### src/design/plm_pkg.sv
// ----------------------------------------------------------------------------
// plm_pkg
// shared constants for the piecewise-linear table map: command and register
// codes, scale reset value, divider widths
// ----------------------------------------------------------------------------
`default_nettype none

package plm_pkg;

    // command carried in tuser
    localparam logic CMD_LOOKUP = 1'b0;
    localparam logic CMD_WRITE  = 1'b1;

    // configuration register indexes
    localparam int          CFG_INDEX_W    = 2;
    localparam logic [1:0]  CFG_CELL_COUNT = 2'd0;
    localparam logic [1:0]  CFG_OFFSET     = 2'd1;
    localparam logic [1:0]  CFG_SCALE      = 2'd2;

    localparam logic signed [15:0] SCALE_RESET = 16'sd256;

    // rounding divider: dividend is 2*|num| + |den|, divisor is 2*|den|
    localparam int DIVIDEND_W = 42;
    localparam int DIVISOR_W  = 17;
    localparam int DIV_STEPS  = DIVIDEND_W;
    localparam int DIV_STEP_W = $clog2(DIV_STEPS);

endpackage

`default_nettype wire

### src/design/piecewise_linear_table_map_unit.sv
// ----------------------------------------------------------------------------
// piecewise_linear_table_map_unit
// piecewise-linear lookup table with interpolation, offset, gain and
// saturation to a signed 32-bit result with 8 fraction bits
// ----------------------------------------------------------------------------
// One item is in work at a time. A write item (tuser = 1) stores one cell
// {breakpoint, cell_value} in the table memory and gives no result. A
// lookup item (tuser = 0) gives one result. With fewer than two cells in
// use x passes straight through. Otherwise the segment search reads one
// cell per cycle from the table memory (one write port, one read port),
// upper breakpoints from cell 1 up to the chosen segment, and the rounding
// divide runs bit-serially, one quotient bit per cycle over 42 bits; a
// zero-width segment skips the divide. A new item is taken as soon as the
// result is in the output register, which holds it until the master side
// takes it. Configuration writes are always taken.
// ----------------------------------------------------------------------------
`default_nettype none

module piecewise_linear_table_map_unit #(
    parameter int MAX_CELLS = 16
) (
    input  wire logic        aclk,
    input  wire logic        aresetn,

    // input items
    input  wire logic        s_tvalid,
    output logic             s_tready,
    // [3:0] cell_index, [19:4] breakpoint, [35:20] cell_value,
    // [51:36] x_value, [55:52] zero
    input  wire logic [55:0] s_tdata,
    // [0] command
    input  wire logic        s_tuser,

    // result items
    output logic             m_tvalid,
    input  wire logic        m_tready,
    // [31:0] mapped_value
    output logic [31:0]      m_tdata,
    // [0] saturated
    output logic             m_tuser,

    // configuration writes
    input  wire logic                             cfg_valid,
    output logic                                  cfg_ready,
    input  wire logic [plm_pkg::CFG_INDEX_W-1:0]  cfg_index,
    input  wire logic [15:0]                      cfg_data
);

    localparam int AW = $clog2(MAX_CELLS);

    // one-hot sequencer states
    typedef enum logic [12:0] {
        ST_IDLE   = 13'b0000000000001,
        ST_SCAN   = 13'b0000000000010,
        ST_LOAD   = 13'b0000000000100,
        ST_MULT   = 13'b0000000001000,
        ST_PREP   = 13'b0000000010000,
        ST_DIVIDE = 13'b0000000100000,
        ST_VALUE  = 13'b0000001000000,
        ST_OFFSET = 13'b0000010000000,
        ST_MUL_LO = 13'b0000100000000,
        ST_MUL_HI = 13'b0001000000000,
        ST_ROUND  = 13'b0010000000000,
        ST_SIGN   = 13'b0100000000000,
        ST_FINISH = 13'b1000000000000
    } state_t;

    // configuration registers
    logic [4:0]         cell_count_reg;
    logic signed [15:0] offset_reg;
    logic signed [15:0] scale_reg;

    // input field slices
    logic [3:0]         in_index;
    logic [15:0]        in_breakpoint;
    logic [15:0]        in_value;
    logic signed [15:0] in_x;

    assign in_index      = s_tdata[3:0];
    assign in_breakpoint = s_tdata[19:4];
    assign in_value      = s_tdata[35:20];
    assign in_x          = $signed(s_tdata[51:36]);

    // table memory: [31:16] breakpoint, [15:0] cell value
    logic [31:0]        table_mem [MAX_CELLS];
    logic [31:0]        rd_data_reg;
    logic               mem_we;
    logic [AW-1:0]      wr_addr;
    logic               rd_en;
    logic [AW-1:0]      rd_addr;

    // sequencer and datapath registers
    state_t             state_reg, state_next;
    logic [4:0]         n_reg, n_next;
    logic [4:0]         cnt_reg, cnt_next;
    logic signed [15:0] x_reg, x_next;
    logic signed [15:0] x0_reg, x0_next;
    logic signed [15:0] x1_reg, x1_next;
    logic signed [15:0] y0_reg, y0_next;
    logic signed [15:0] y1_reg, y1_next;
    logic signed [16:0] d_reg, d_next;
    logic signed [33:0] prod_reg, prod_next;
    logic               neg_reg, neg_next;
    logic signed [43:0] v_reg, v_next;
    logic signed [43:0] t_reg, t_next;
    logic signed [40:0] plo_reg, plo_next;
    logic signed [59:0] p_reg, p_next;
    logic [59:0]        mag_reg, mag_next;
    logic [31:0]        res_reg, res_next;
    logic               res_sat_reg, res_sat_next;

    // output register
    logic               m_valid_reg, m_valid_next;
    logic [31:0]        m_data_reg, m_data_next;
    logic               m_sat_reg, m_sat_next;

    // divider hookup
    logic                               div_start;
    logic [plm_pkg::DIVIDEND_W-1:0]     div_dividend;
    logic [plm_pkg::DIVISOR_W-1:0]      div_divisor;
    logic [plm_pkg::DIVIDEND_W-1:0]     div_quotient;
    logic                               div_done;

    // combinational helpers
    logic               in_accept;
    logic [4:0]         n_eff;
    logic               scan_stop;
    logic [4:0]         scan_addr;
    logic [AW+4:0]      rd_wide;
    logic [AW+3:0]      wr_wide;
    logic signed [16:0] dx, dy;
    logic [33:0]        prod_mag;
    logic [16:0]        d_mag;
    logic [43:0]        q_signed;
    logic signed [24:0] t_lo;
    logic signed [19:0] t_hi;
    logic signed [35:0] phi;
    logic [51:0]        q_round;
    logic               out_free;

    assign in_accept = s_tvalid && s_tready;
    assign s_tready  = (state_reg == ST_IDLE);
    assign cfg_ready = 1'b1;
    assign out_free  = !m_valid_reg || m_tready;

    // cell count clipped to the table depth
    assign n_eff = ({4'b0000, cell_count_reg} > 9'(MAX_CELLS)) ? 5'(MAX_CELLS)
                                                             : cell_count_reg;

    // configuration port
    always_ff @(posedge aclk) begin
        if (!aresetn) begin
            cell_count_reg <= '0;
            offset_reg     <= '0;
            scale_reg      <= plm_pkg::SCALE_RESET;
        end else if (cfg_valid && cfg_ready) begin
            unique case (cfg_index)
                plm_pkg::CFG_CELL_COUNT: cell_count_reg <= cfg_data[4:0];
                plm_pkg::CFG_OFFSET:     offset_reg     <= $signed(cfg_data);
                plm_pkg::CFG_SCALE:      scale_reg      <= $signed(cfg_data);
                default: ;
            endcase
        end
    end

    // memory write: index beyond the table is dropped
    assign wr_wide = {{AW{1'b0}}, in_index};
    assign wr_addr = wr_wide[AW-1:0];
    assign mem_we  = in_accept && (s_tuser == plm_pkg::CMD_WRITE)
                     && ({5'b00000, in_index} < 9'(MAX_CELLS));

    // segment stops at the first cell whose breakpoint is above x, or at the end
    assign scan_stop = ($signed(rd_data_reg[31:16]) > x_reg)
                       || (cnt_reg == (n_reg - 5'd2));

    // read address: next breakpoint during the scan, lower cell once found
    always_comb begin
        rd_en     = 1'b0;
        scan_addr = 5'd1;
        if (state_reg == ST_IDLE) begin
            rd_en     = 1'b1;
            scan_addr = 5'd1;
        end else if (state_reg == ST_SCAN) begin
            rd_en     = 1'b1;
            scan_addr = scan_stop ? cnt_reg : (cnt_reg + 5'd2);
        end
        rd_wide = {{AW{1'b0}}, scan_addr};
        rd_addr = rd_wide[AW-1:0];
    end

    always_ff @(posedge aclk) begin
        if (mem_we) begin
            table_mem[wr_addr] <= {in_breakpoint, in_value};
        end
        if (rd_en) begin
            rd_data_reg <= table_mem[rd_addr];
        end
    end

    // arithmetic pieces
    always_comb begin
        dx       = {x_reg[15], x_reg} - {x0_reg[15], x0_reg};
        dy       = {y1_reg[15], y1_reg} - {y0_reg[15], y0_reg};
        prod_mag = prod_reg[33] ? (34'd0 - prod_reg) : prod_reg;
        d_mag    = d_reg[16] ? (17'd0 - d_reg) : d_reg;
        // 2*|num| + |den| with num = prod*256, and 2*|den|
        div_dividend = {1'b0, prod_mag[31:0], 9'b0} + {26'b0, d_mag[15:0]};
        div_divisor  = {d_mag[15:0], 1'b0};
        q_signed = neg_reg ? (44'd0 - {2'b00, div_quotient}) : {2'b00, div_quotient};
        t_lo     = $signed({1'b0, t_reg[23:0]});
        t_hi     = t_reg[43:24];
        phi      = t_hi * scale_reg;
        q_round  = mag_reg[59:8];
    end

    assign div_start = (state_reg == ST_PREP) && (d_reg != 17'sd0);

    // sequencer
    always_comb begin
        state_next   = state_reg;
        n_next       = n_reg;
        cnt_next     = cnt_reg;
        x_next       = x_reg;
        x0_next      = x0_reg;
        x1_next      = x1_reg;
        y0_next      = y0_reg;
        y1_next      = y1_reg;
        d_next       = d_reg;
        prod_next    = prod_reg;
        neg_next     = neg_reg;
        v_next       = v_reg;
        t_next       = t_reg;
        plo_next     = plo_reg;
        p_next       = p_reg;
        mag_next     = mag_reg;
        res_next     = res_reg;
        res_sat_next = res_sat_reg;
        m_valid_next = m_valid_reg;
        m_data_next  = m_data_reg;
        m_sat_next   = m_sat_reg;

        if (m_valid_reg && m_tready) begin
            m_valid_next = 1'b0;
        end

        unique case (state_reg)
            ST_IDLE: begin
                if (in_accept && (s_tuser == plm_pkg::CMD_LOOKUP)) begin
                    x_next   = in_x;
                    n_next   = n_eff;
                    cnt_next = 5'd0;
                    if (n_eff < 5'd2) begin
                        // pass-through: no offset, no gain
                        res_next     = {{8{in_x[15]}}, in_x, 8'b0};
                        res_sat_next = 1'b0;
                        state_next   = ST_FINISH;
                    end else begin
                        state_next = ST_SCAN;
                    end
                end
            end
            ST_SCAN: begin
                if (scan_stop) begin
                    x1_next    = $signed(rd_data_reg[31:16]);
                    y1_next    = $signed(rd_data_reg[15:0]);
                    state_next = ST_LOAD;
                end else begin
                    cnt_next = cnt_reg + 5'd1;
                end
            end
            ST_LOAD: begin
                x0_next    = $signed(rd_data_reg[31:16]);
                y0_next    = $signed(rd_data_reg[15:0]);
                state_next = ST_MULT;
            end
            ST_MULT: begin
                prod_next  = dx * dy;
                d_next     = {x1_reg[15], x1_reg} - {x0_reg[15], x0_reg};
                state_next = ST_PREP;
            end
            ST_PREP: begin
                neg_next = prod_reg[33] ^ d_reg[16];
                if (d_reg == 17'sd0) begin
                    // zero-width segment maps to x itself
                    v_next     = {{20{x_reg[15]}}, x_reg, 8'b0};
                    state_next = ST_OFFSET;
                end else begin
                    state_next = ST_DIVIDE;
                end
            end
            ST_DIVIDE: begin
                if (div_done) begin
                    state_next = ST_VALUE;
                end
            end
            ST_VALUE: begin
                v_next     = $signed({{20{y0_reg[15]}}, y0_reg, 8'b0}) + $signed(q_signed);
                state_next = ST_OFFSET;
            end
            ST_OFFSET: begin
                t_next     = v_reg + $signed({{20{offset_reg[15]}}, offset_reg, 8'b0});
                state_next = ST_MUL_LO;
            end
            ST_MUL_LO: begin
                plo_next   = t_lo * scale_reg;
                state_next = ST_MUL_HI;
            end
            ST_MUL_HI: begin
                p_next     = $signed({phi, 24'b0}) + $signed({{19{plo_reg[40]}}, plo_reg});
                state_next = ST_ROUND;
            end
            ST_ROUND: begin
                // |p| + 128, halves away from zero after the shift
                neg_next   = p_reg[59];
                mag_next   = p_reg[59] ? (~p_reg + 60'd129) : (p_reg + 60'd128);
                state_next = ST_SIGN;
            end
            ST_SIGN: begin
                if (!neg_reg && (q_round > 52'h0_0000_7FFF_FFFF)) begin
                    res_next     = 32'h7FFF_FFFF;
                    res_sat_next = 1'b1;
                end else if (neg_reg && (q_round > 52'h0_0000_8000_0000)) begin
                    res_next     = 32'h8000_0000;
                    res_sat_next = 1'b1;
                end else begin
                    res_next     = neg_reg ? (32'd0 - q_round[31:0]) : q_round[31:0];
                    res_sat_next = 1'b0;
                end
                state_next = ST_FINISH;
            end
            ST_FINISH: begin
                if (out_free) begin
                    m_valid_next = 1'b1;
                    m_data_next  = res_reg;
                    m_sat_next   = res_sat_reg;
                    state_next   = ST_IDLE;
                end
            end
            default: state_next = ST_IDLE;
        endcase
    end

    // control state
    always_ff @(posedge aclk) begin
        if (!aresetn) begin
            state_reg   <= ST_IDLE;
            m_valid_reg <= 1'b0;
        end else begin
            state_reg   <= state_next;
            m_valid_reg <= m_valid_next;
        end
    end

    // payload, no reset
    always_ff @(posedge aclk) begin
        n_reg       <= n_next;
        cnt_reg     <= cnt_next;
        x_reg       <= x_next;
        x0_reg      <= x0_next;
        x1_reg      <= x1_next;
        y0_reg      <= y0_next;
        y1_reg      <= y1_next;
        d_reg       <= d_next;
        prod_reg    <= prod_next;
        neg_reg     <= neg_next;
        v_reg       <= v_next;
        t_reg       <= t_next;
        plo_reg     <= plo_next;
        p_reg       <= p_next;
        mag_reg     <= mag_next;
        res_reg     <= res_next;
        res_sat_reg <= res_sat_next;
        m_data_reg  <= m_data_next;
        m_sat_reg   <= m_sat_next;
    end

    // bit-serial rounding divider
    plm_divider u_divider (
        .aclk     (aclk),
        .aresetn  (aresetn),
        .start    (div_start),
        .dividend (div_dividend),
        .divisor  (div_divisor),
        .quotient (div_quotient),
        .done     (div_done)
    );

    assign m_tvalid = m_valid_reg;
    assign m_tdata  = m_data_reg;
    assign m_tuser  = m_sat_reg;

`ifndef SYNTHESIS
    a_scan_in_table: assert property (@(posedge aclk) disable iff (!aresetn)
        (state_reg == ST_SCAN) |-> ((cnt_reg + 5'd1) < n_reg))
        else $error("segment scan ran past the last cell");

    a_sat_is_extreme: assert property (@(posedge aclk) disable iff (!aresetn)
        (m_valid_reg && m_sat_reg) |->
            ((m_data_reg == 32'h7FFF_FFFF) || (m_data_reg == 32'h8000_0000)))
        else $error("saturated result is not a range limit");

    a_div_done_in_divide: assert property (@(posedge aclk) disable iff (!aresetn)
        div_done |-> (state_reg == ST_DIVIDE))
        else $error("divider finished outside the divide step");
`endif

endmodule

`default_nettype wire

### src/design/plm_divider.sv
// ----------------------------------------------------------------------------
// plm_divider
// unsigned restoring divider, one quotient bit per cycle
// ----------------------------------------------------------------------------
`default_nettype none

module plm_divider (
    input  wire logic                                aclk,
    input  wire logic                                aresetn,
    input  wire logic                                start,
    input  wire logic [plm_pkg::DIVIDEND_W-1:0]      dividend,
    input  wire logic [plm_pkg::DIVISOR_W-1:0]       divisor,
    output logic      [plm_pkg::DIVIDEND_W-1:0]      quotient,
    output logic                                     done
);

    logic                                busy_reg;
    logic                                done_reg;
    logic [plm_pkg::DIV_STEP_W-1:0]      step_reg;
    logic [plm_pkg::DIVISOR_W-1:0]       rem_reg;
    logic [plm_pkg::DIVISOR_W-1:0]       dvs_reg;
    logic [plm_pkg::DIVIDEND_W-1:0]      quo_reg;

    logic [plm_pkg::DIVISOR_W:0]         shifted;
    logic [plm_pkg::DIVISOR_W+1:0]       diff;
    logic                                ge;

    always_comb begin
        shifted = {rem_reg, quo_reg[plm_pkg::DIVIDEND_W-1]};
        diff    = {1'b0, shifted} - {2'b00, dvs_reg};
        ge      = ~diff[plm_pkg::DIVISOR_W+1];
    end

    always_ff @(posedge aclk) begin
        if (!aresetn) begin
            busy_reg <= 1'b0;
            done_reg <= 1'b0;
            step_reg <= '0;
        end else begin
            done_reg <= 1'b0;
            if (start) begin
                busy_reg <= 1'b1;
                step_reg <= '0;
            end else if (busy_reg) begin
                step_reg <= step_reg + 1'b1;
                if (step_reg == plm_pkg::DIV_STEP_W'(plm_pkg::DIV_STEPS - 1)) begin
                    busy_reg <= 1'b0;
                    done_reg <= 1'b1;
                end
            end
        end
    end

    // datapath, no reset
    always_ff @(posedge aclk) begin
        if (start) begin
            quo_reg <= dividend;
            rem_reg <= '0;
            dvs_reg <= divisor;
        end else if (busy_reg) begin
            quo_reg <= {quo_reg[plm_pkg::DIVIDEND_W-2:0], ge};
            rem_reg <= ge ? diff[plm_pkg::DIVISOR_W-1:0] : shifted[plm_pkg::DIVISOR_W-1:0];
        end
    end

    assign quotient = quo_reg;
    assign done     = done_reg;

`ifndef SYNTHESIS
    a_rem_below_divisor: assert property (@(posedge aclk) disable iff (!aresetn)
        busy_reg |-> (rem_reg < dvs_reg))
        else $error("divider remainder not below divisor");

    a_no_restart: assert property (@(posedge aclk) disable iff (!aresetn)
        start |-> !busy_reg)
        else $error("divider started while busy");

    a_done_after_busy: assert property (@(posedge aclk) disable iff (!aresetn)
        done_reg |-> ($past(busy_reg) && !busy_reg))
        else $error("divider done without a finished run");
`endif

endmodule

`default_nettype wire

### config.mk
export PLATFORM = sky130hd
export DESIGN_NAME = piecewise_linear_table_map_unit
export DESIGN_NICKNAME = d
export VERILOG_FILES = /design/src/design/plm_pkg.sv /design/src/design/piecewise_linear_table_map_unit.sv /design/src/design/plm_divider.sv
export SDC_FILE = /design/constraint.sdc
export NUM_CORES = 2
export LEC_CHECK = 0
export BUFFER_PORTS_ARGS = -buffer_cell sky130_fd_sc_hd__buf_4
export CAP_MARGIN = 20
export CORE_UTILIZATION = 59
export CTS_CLUSTER_SIZE = 14
export DETAILED_ROUTE_END_ITERATION = 6
export PLACE_DENSITY = 0.78
export SLEW_MARGIN = 40
export SYNTH_ARGS = -nofsm -noshare
export SYNTH_HDL_FRONTEND = slang
export SYNTH_SLANG_ARGS = --single-unit
### constraint.sdc
create_clock -name aclk -period 7.7 [get_ports aclk]
set_input_delay 0.77 -clock aclk [delete_from_list [all_inputs] [get_ports aclk]]
set_output_delay 0.77 -clock aclk [all_outputs]
set_load 0.1 [all_outputs]
==> summary.txt <==
Setup path
  – WP data arrival: between 8 and 9 ns
  – Max stage delay on crit path: ~0.59 ns
  – Worst setup EP type: register
  – Critical path fanouts, max: 3
  – Crit-path most repeated cell: fa_1
  – Startpoint types: register
  – Worst endpoint required time: around 8.2 ns
  – Slowest-stage cell, CP: fa_1
  – Cell count of the worst reg-to-reg path: 34
  – Crit Path Category: reg2reg

Routing
  – DRT Pass-1 Iters: 6
  – Via count: 64300
  – Iteration-0 DRC Markers: ~4700
  – DR vias/cell: 5.77
  – Residual DRC: 0
  – Final wirelength: 230000 um
  – DR WL/cell: 20.7 um
  – Final ANT Viol Nets: 0

Logic synthesis
  – Synth unique cells: 88
  – Compound-Gate Fraction of Synth Area: 0.0919
  – Largest family of logic cells by synthesized area: adder cells
  – EDFF count, synth: around 1100
  – Synthesized cell area: 89700 um2
  – Post-synthesis async set-or-reset flop share: 0
  – Main synth FF type: edfxtp_1
  – Sequential area share after synthesis: 0.368
  – Avg Cell Area, Syn: around 10 um2
  – Area contributors post-synth: edfxtp_1 35%, fa_1 21%, ha_1 7.2%
  – Syn nets: between 10000 and 15000
  – YS warnings: 0
  – Synth Area in Simple Gates: 0.132
  – Mapped Cells: between 8000 and 9000
  – Post-synthesis adder-cell area fraction: 0.279
  – Post-synth top area cell: edfxtp_1
  – FF+latch count, synth: ~1100
  – Proportion of synthesized area in mux cells: 0.0167
  – Post-Synth XOR/XNOR Area: 0.0457
  – Share of the synthesized area in the top cell type: 0.352

Pwr
  – Tot Pwr: 28.3 mW
  – Worst vdd ir: between 1 and 1.5 mV
  – Cell Pwr Density: around 280 nW/um2
  – Leakage power total: between 40 and 50 nW

Timing
  – Slew Limit Fails: 0
  – Achievable Freq: roughly 130 MHz
  – Hold Worst Slack: between 0.2 and 0.25 ns
  – Final Hold Violating Endpoints: 0
  – Clock Skews: approximately 0.1 ns
  – Min Tclk post-route: 7.97 ns
  – Final WS setup: -0.274 ns
  – Final setup fails: 10
  – Slew HR: 0.418
  – RSZ-0062 raised after global routing: yes
  – Crit share post-route: 1.04
  – Slew @ Worst Pin: 0.873 ns

CTS
  – H-tree depth: 3
  – Clk buf depth: 3
  – Clock sinks: about 1100
  – Clk Latency, worst-skew pair: 0.81 ns
  – CTS clk-pin slew, worst paths: ~0.060 ns
  – CTS Hold Bufs: 0
  – Total CTS buffers: between 100 and 150
  – CTS root buf: clkbuf_16
  – CTS tree: yes

Cells and area
  – Commonest non-fill, non-tap cell in the layout: inv_1
  – Final core occ: 0.678
  – Final instance area: roughly 100000 um2
  – Area delta synth->final: 13.5%
  – Nets: about 11000
  – Commonest non-fill, non-tap cells in the layout: 1198 x inv_1, 1050 x edfxtp_1, 1040 x nand2_1
  – Share of cells above drive strength 1: 0.130
  – Max reg flops: between 500 and 600
  – Number of fill cells: about 11000

Floorplan
  – Die Y: about 390 um
  – # rows: about 140
  – I/O pins: between 100 and 150
  – Core area: 150000 um2
  – Die area: roughly 150000 um2
  – Initial Utilization: 0.597
  – Die Wd: between 300 and 400 um

Outcome
  – Failing checks: negative setup slack
  – Outcome: finished, violations left

GRT
  – Initial antenna violation count: 15
  – Largest net degree at the start of global routing: between 150 and 200
  – First-pass GRT wire length: 358000 um
  – Vias in the first global route: around 66000
  – GRT overflow: 0
  – Total track usage: 0.302

Run
  – Max-capacitance violation count: 0

Placed design
  – Port Buffers: 110
  – Dpl hpwl: 171000 um
  – Dpl cell area: ~96000 um2
  – Placer's final routability congestion estimate: 0.924

Min path
  – Worst Hold Depth: 1
  – HP Class: in2reg
what timing repair did:
| action | CTS | global route |
|---|---|---|
| resized for setup | 121 | 153 |
| buffers inserted | 43 | 37 |
| setup endpoints to repair | 22 | 36 |
| pin swaps | 136 | 156 |
per-stage QoR:
| stage | setup slack [ns] | instances | TNS [ns] |
|---|---|---|---|
| detailed placement | -0.577 | 10900 | -5.88 |
| global placement | -0.508 | 10800 | -4.21 |
| CTS | -0.232 | 11100 | -0.881 |
| global route | -0.617 | 11100 | -7.27 |
| finish | -0.274 | 11100 | -1.56 |
| floorplan | -0.00849 | 8553 | -0.00849 |
area by class of cell:
| cell class | instances | area [um2] | share of cell area |
|---|---|---|---|
| Clock inverter | 77 | 758 | 0.00745 |
| Clock buffer | 131 | 2960 | 0.0290 |
| Timing Repair Buffer | 700 | 5710 | 0.0560 |
| Inverter | 1232 | 4630 | 0.0455 |
| Sequential cell | 1126 | 33100 | 0.325 |
| Tap cell | 2016 | 2520 | 0.0248 |
| Multi-Input combinational cell | 5854 | 52200 | 0.512 |
| Antenna cell | 5 | 12.5 | 0.000123 |
kinds of logic after synthesis:
group	after synthesis
compound gates	1295
xor+xnor	468
fa+ha+maj	1446
buf+inv	1573
flops	1126
mux	149
other cells	1
simple gates	2495
synth_stat cells (8+ instances only):
cell type  number
o2111ai_1       9
a211oi_1      161
fa_1          928
clkbuf_1      322
xor2_1        153
nand2_1      1058
o31a_1          9
nor2_1        453
o21ai_0       273
a31oi_1       130
nand3b_1       12
o21a_1         46
nand3_1        88
or3_1          47
edfxtp_1     1050
o21bai_1       28
a211o_1        11
nor3_1         82
nand2b_1       96
nand4b_1       10
ha_1          518
dfxtp_1        76
o22a_1          8
a21boi_0       46
and2_1        381
nor3b_1         8
inv_1        1230
or2_2          23
nor4_1         31
or4_1          24
and4_1          8
mux2i_1       144
a21oi_1       326
a41oi_1         9
o211ai_1       15
and3_1         26
o41ai_1        26
o31ai_1        42
o22ai_1         9
nor2b_1        83
a21o_1         88
nand4_1        32
xnor2_1       315
buf_1          14
per-layer routing:
| metal | global-route usage | vias to the layer above | routed length, um |
|---|---|---|---|
| li1 | - | 29400 | - |
| met1 | 0.366 | 31900 | 86500 |
| met2 | 0.523 | 2458 | 115000 |
| met3 | 0.0593 | 550 | 18100 |
| met4 | 0.133 | 18 | 10500 |
| met5 | 0 | - | 114 |
worst paths after layout:
kind,from,endpoint,slack (ns)
worst max-delay path,x_reg[0],prod_reg[27],-0.27
worst min-delay path,s_tdata[40],x_reg[4],0.22
worst max register to register,x_reg[0],prod_reg[27],-0.27
worst min register to register,v_reg[2],t_reg[2],0.40
worst max-delay path: cells and delay by family, from the launching register on:
kind | cells | cell delay [ns]
simple gates | 4 | 0.55
flops | 1 | 0.42
compound gates | 11 | 2.02
fa+ha+maj | 9 | 3.75
xor+xnor | 2 | 0.25
buf+inv | 8 | 0.75
where the power goes:
part           switching (mW)  total, mW  internal (mW)  leakage (nW)
clock                    2.44       5.47           3.04          1.80
combinational            8.02       15.5           7.46          31.5
sequential             0.0996       7.39           7.29          10.2
Note: power is estimated with default switching activity, not from simulation.
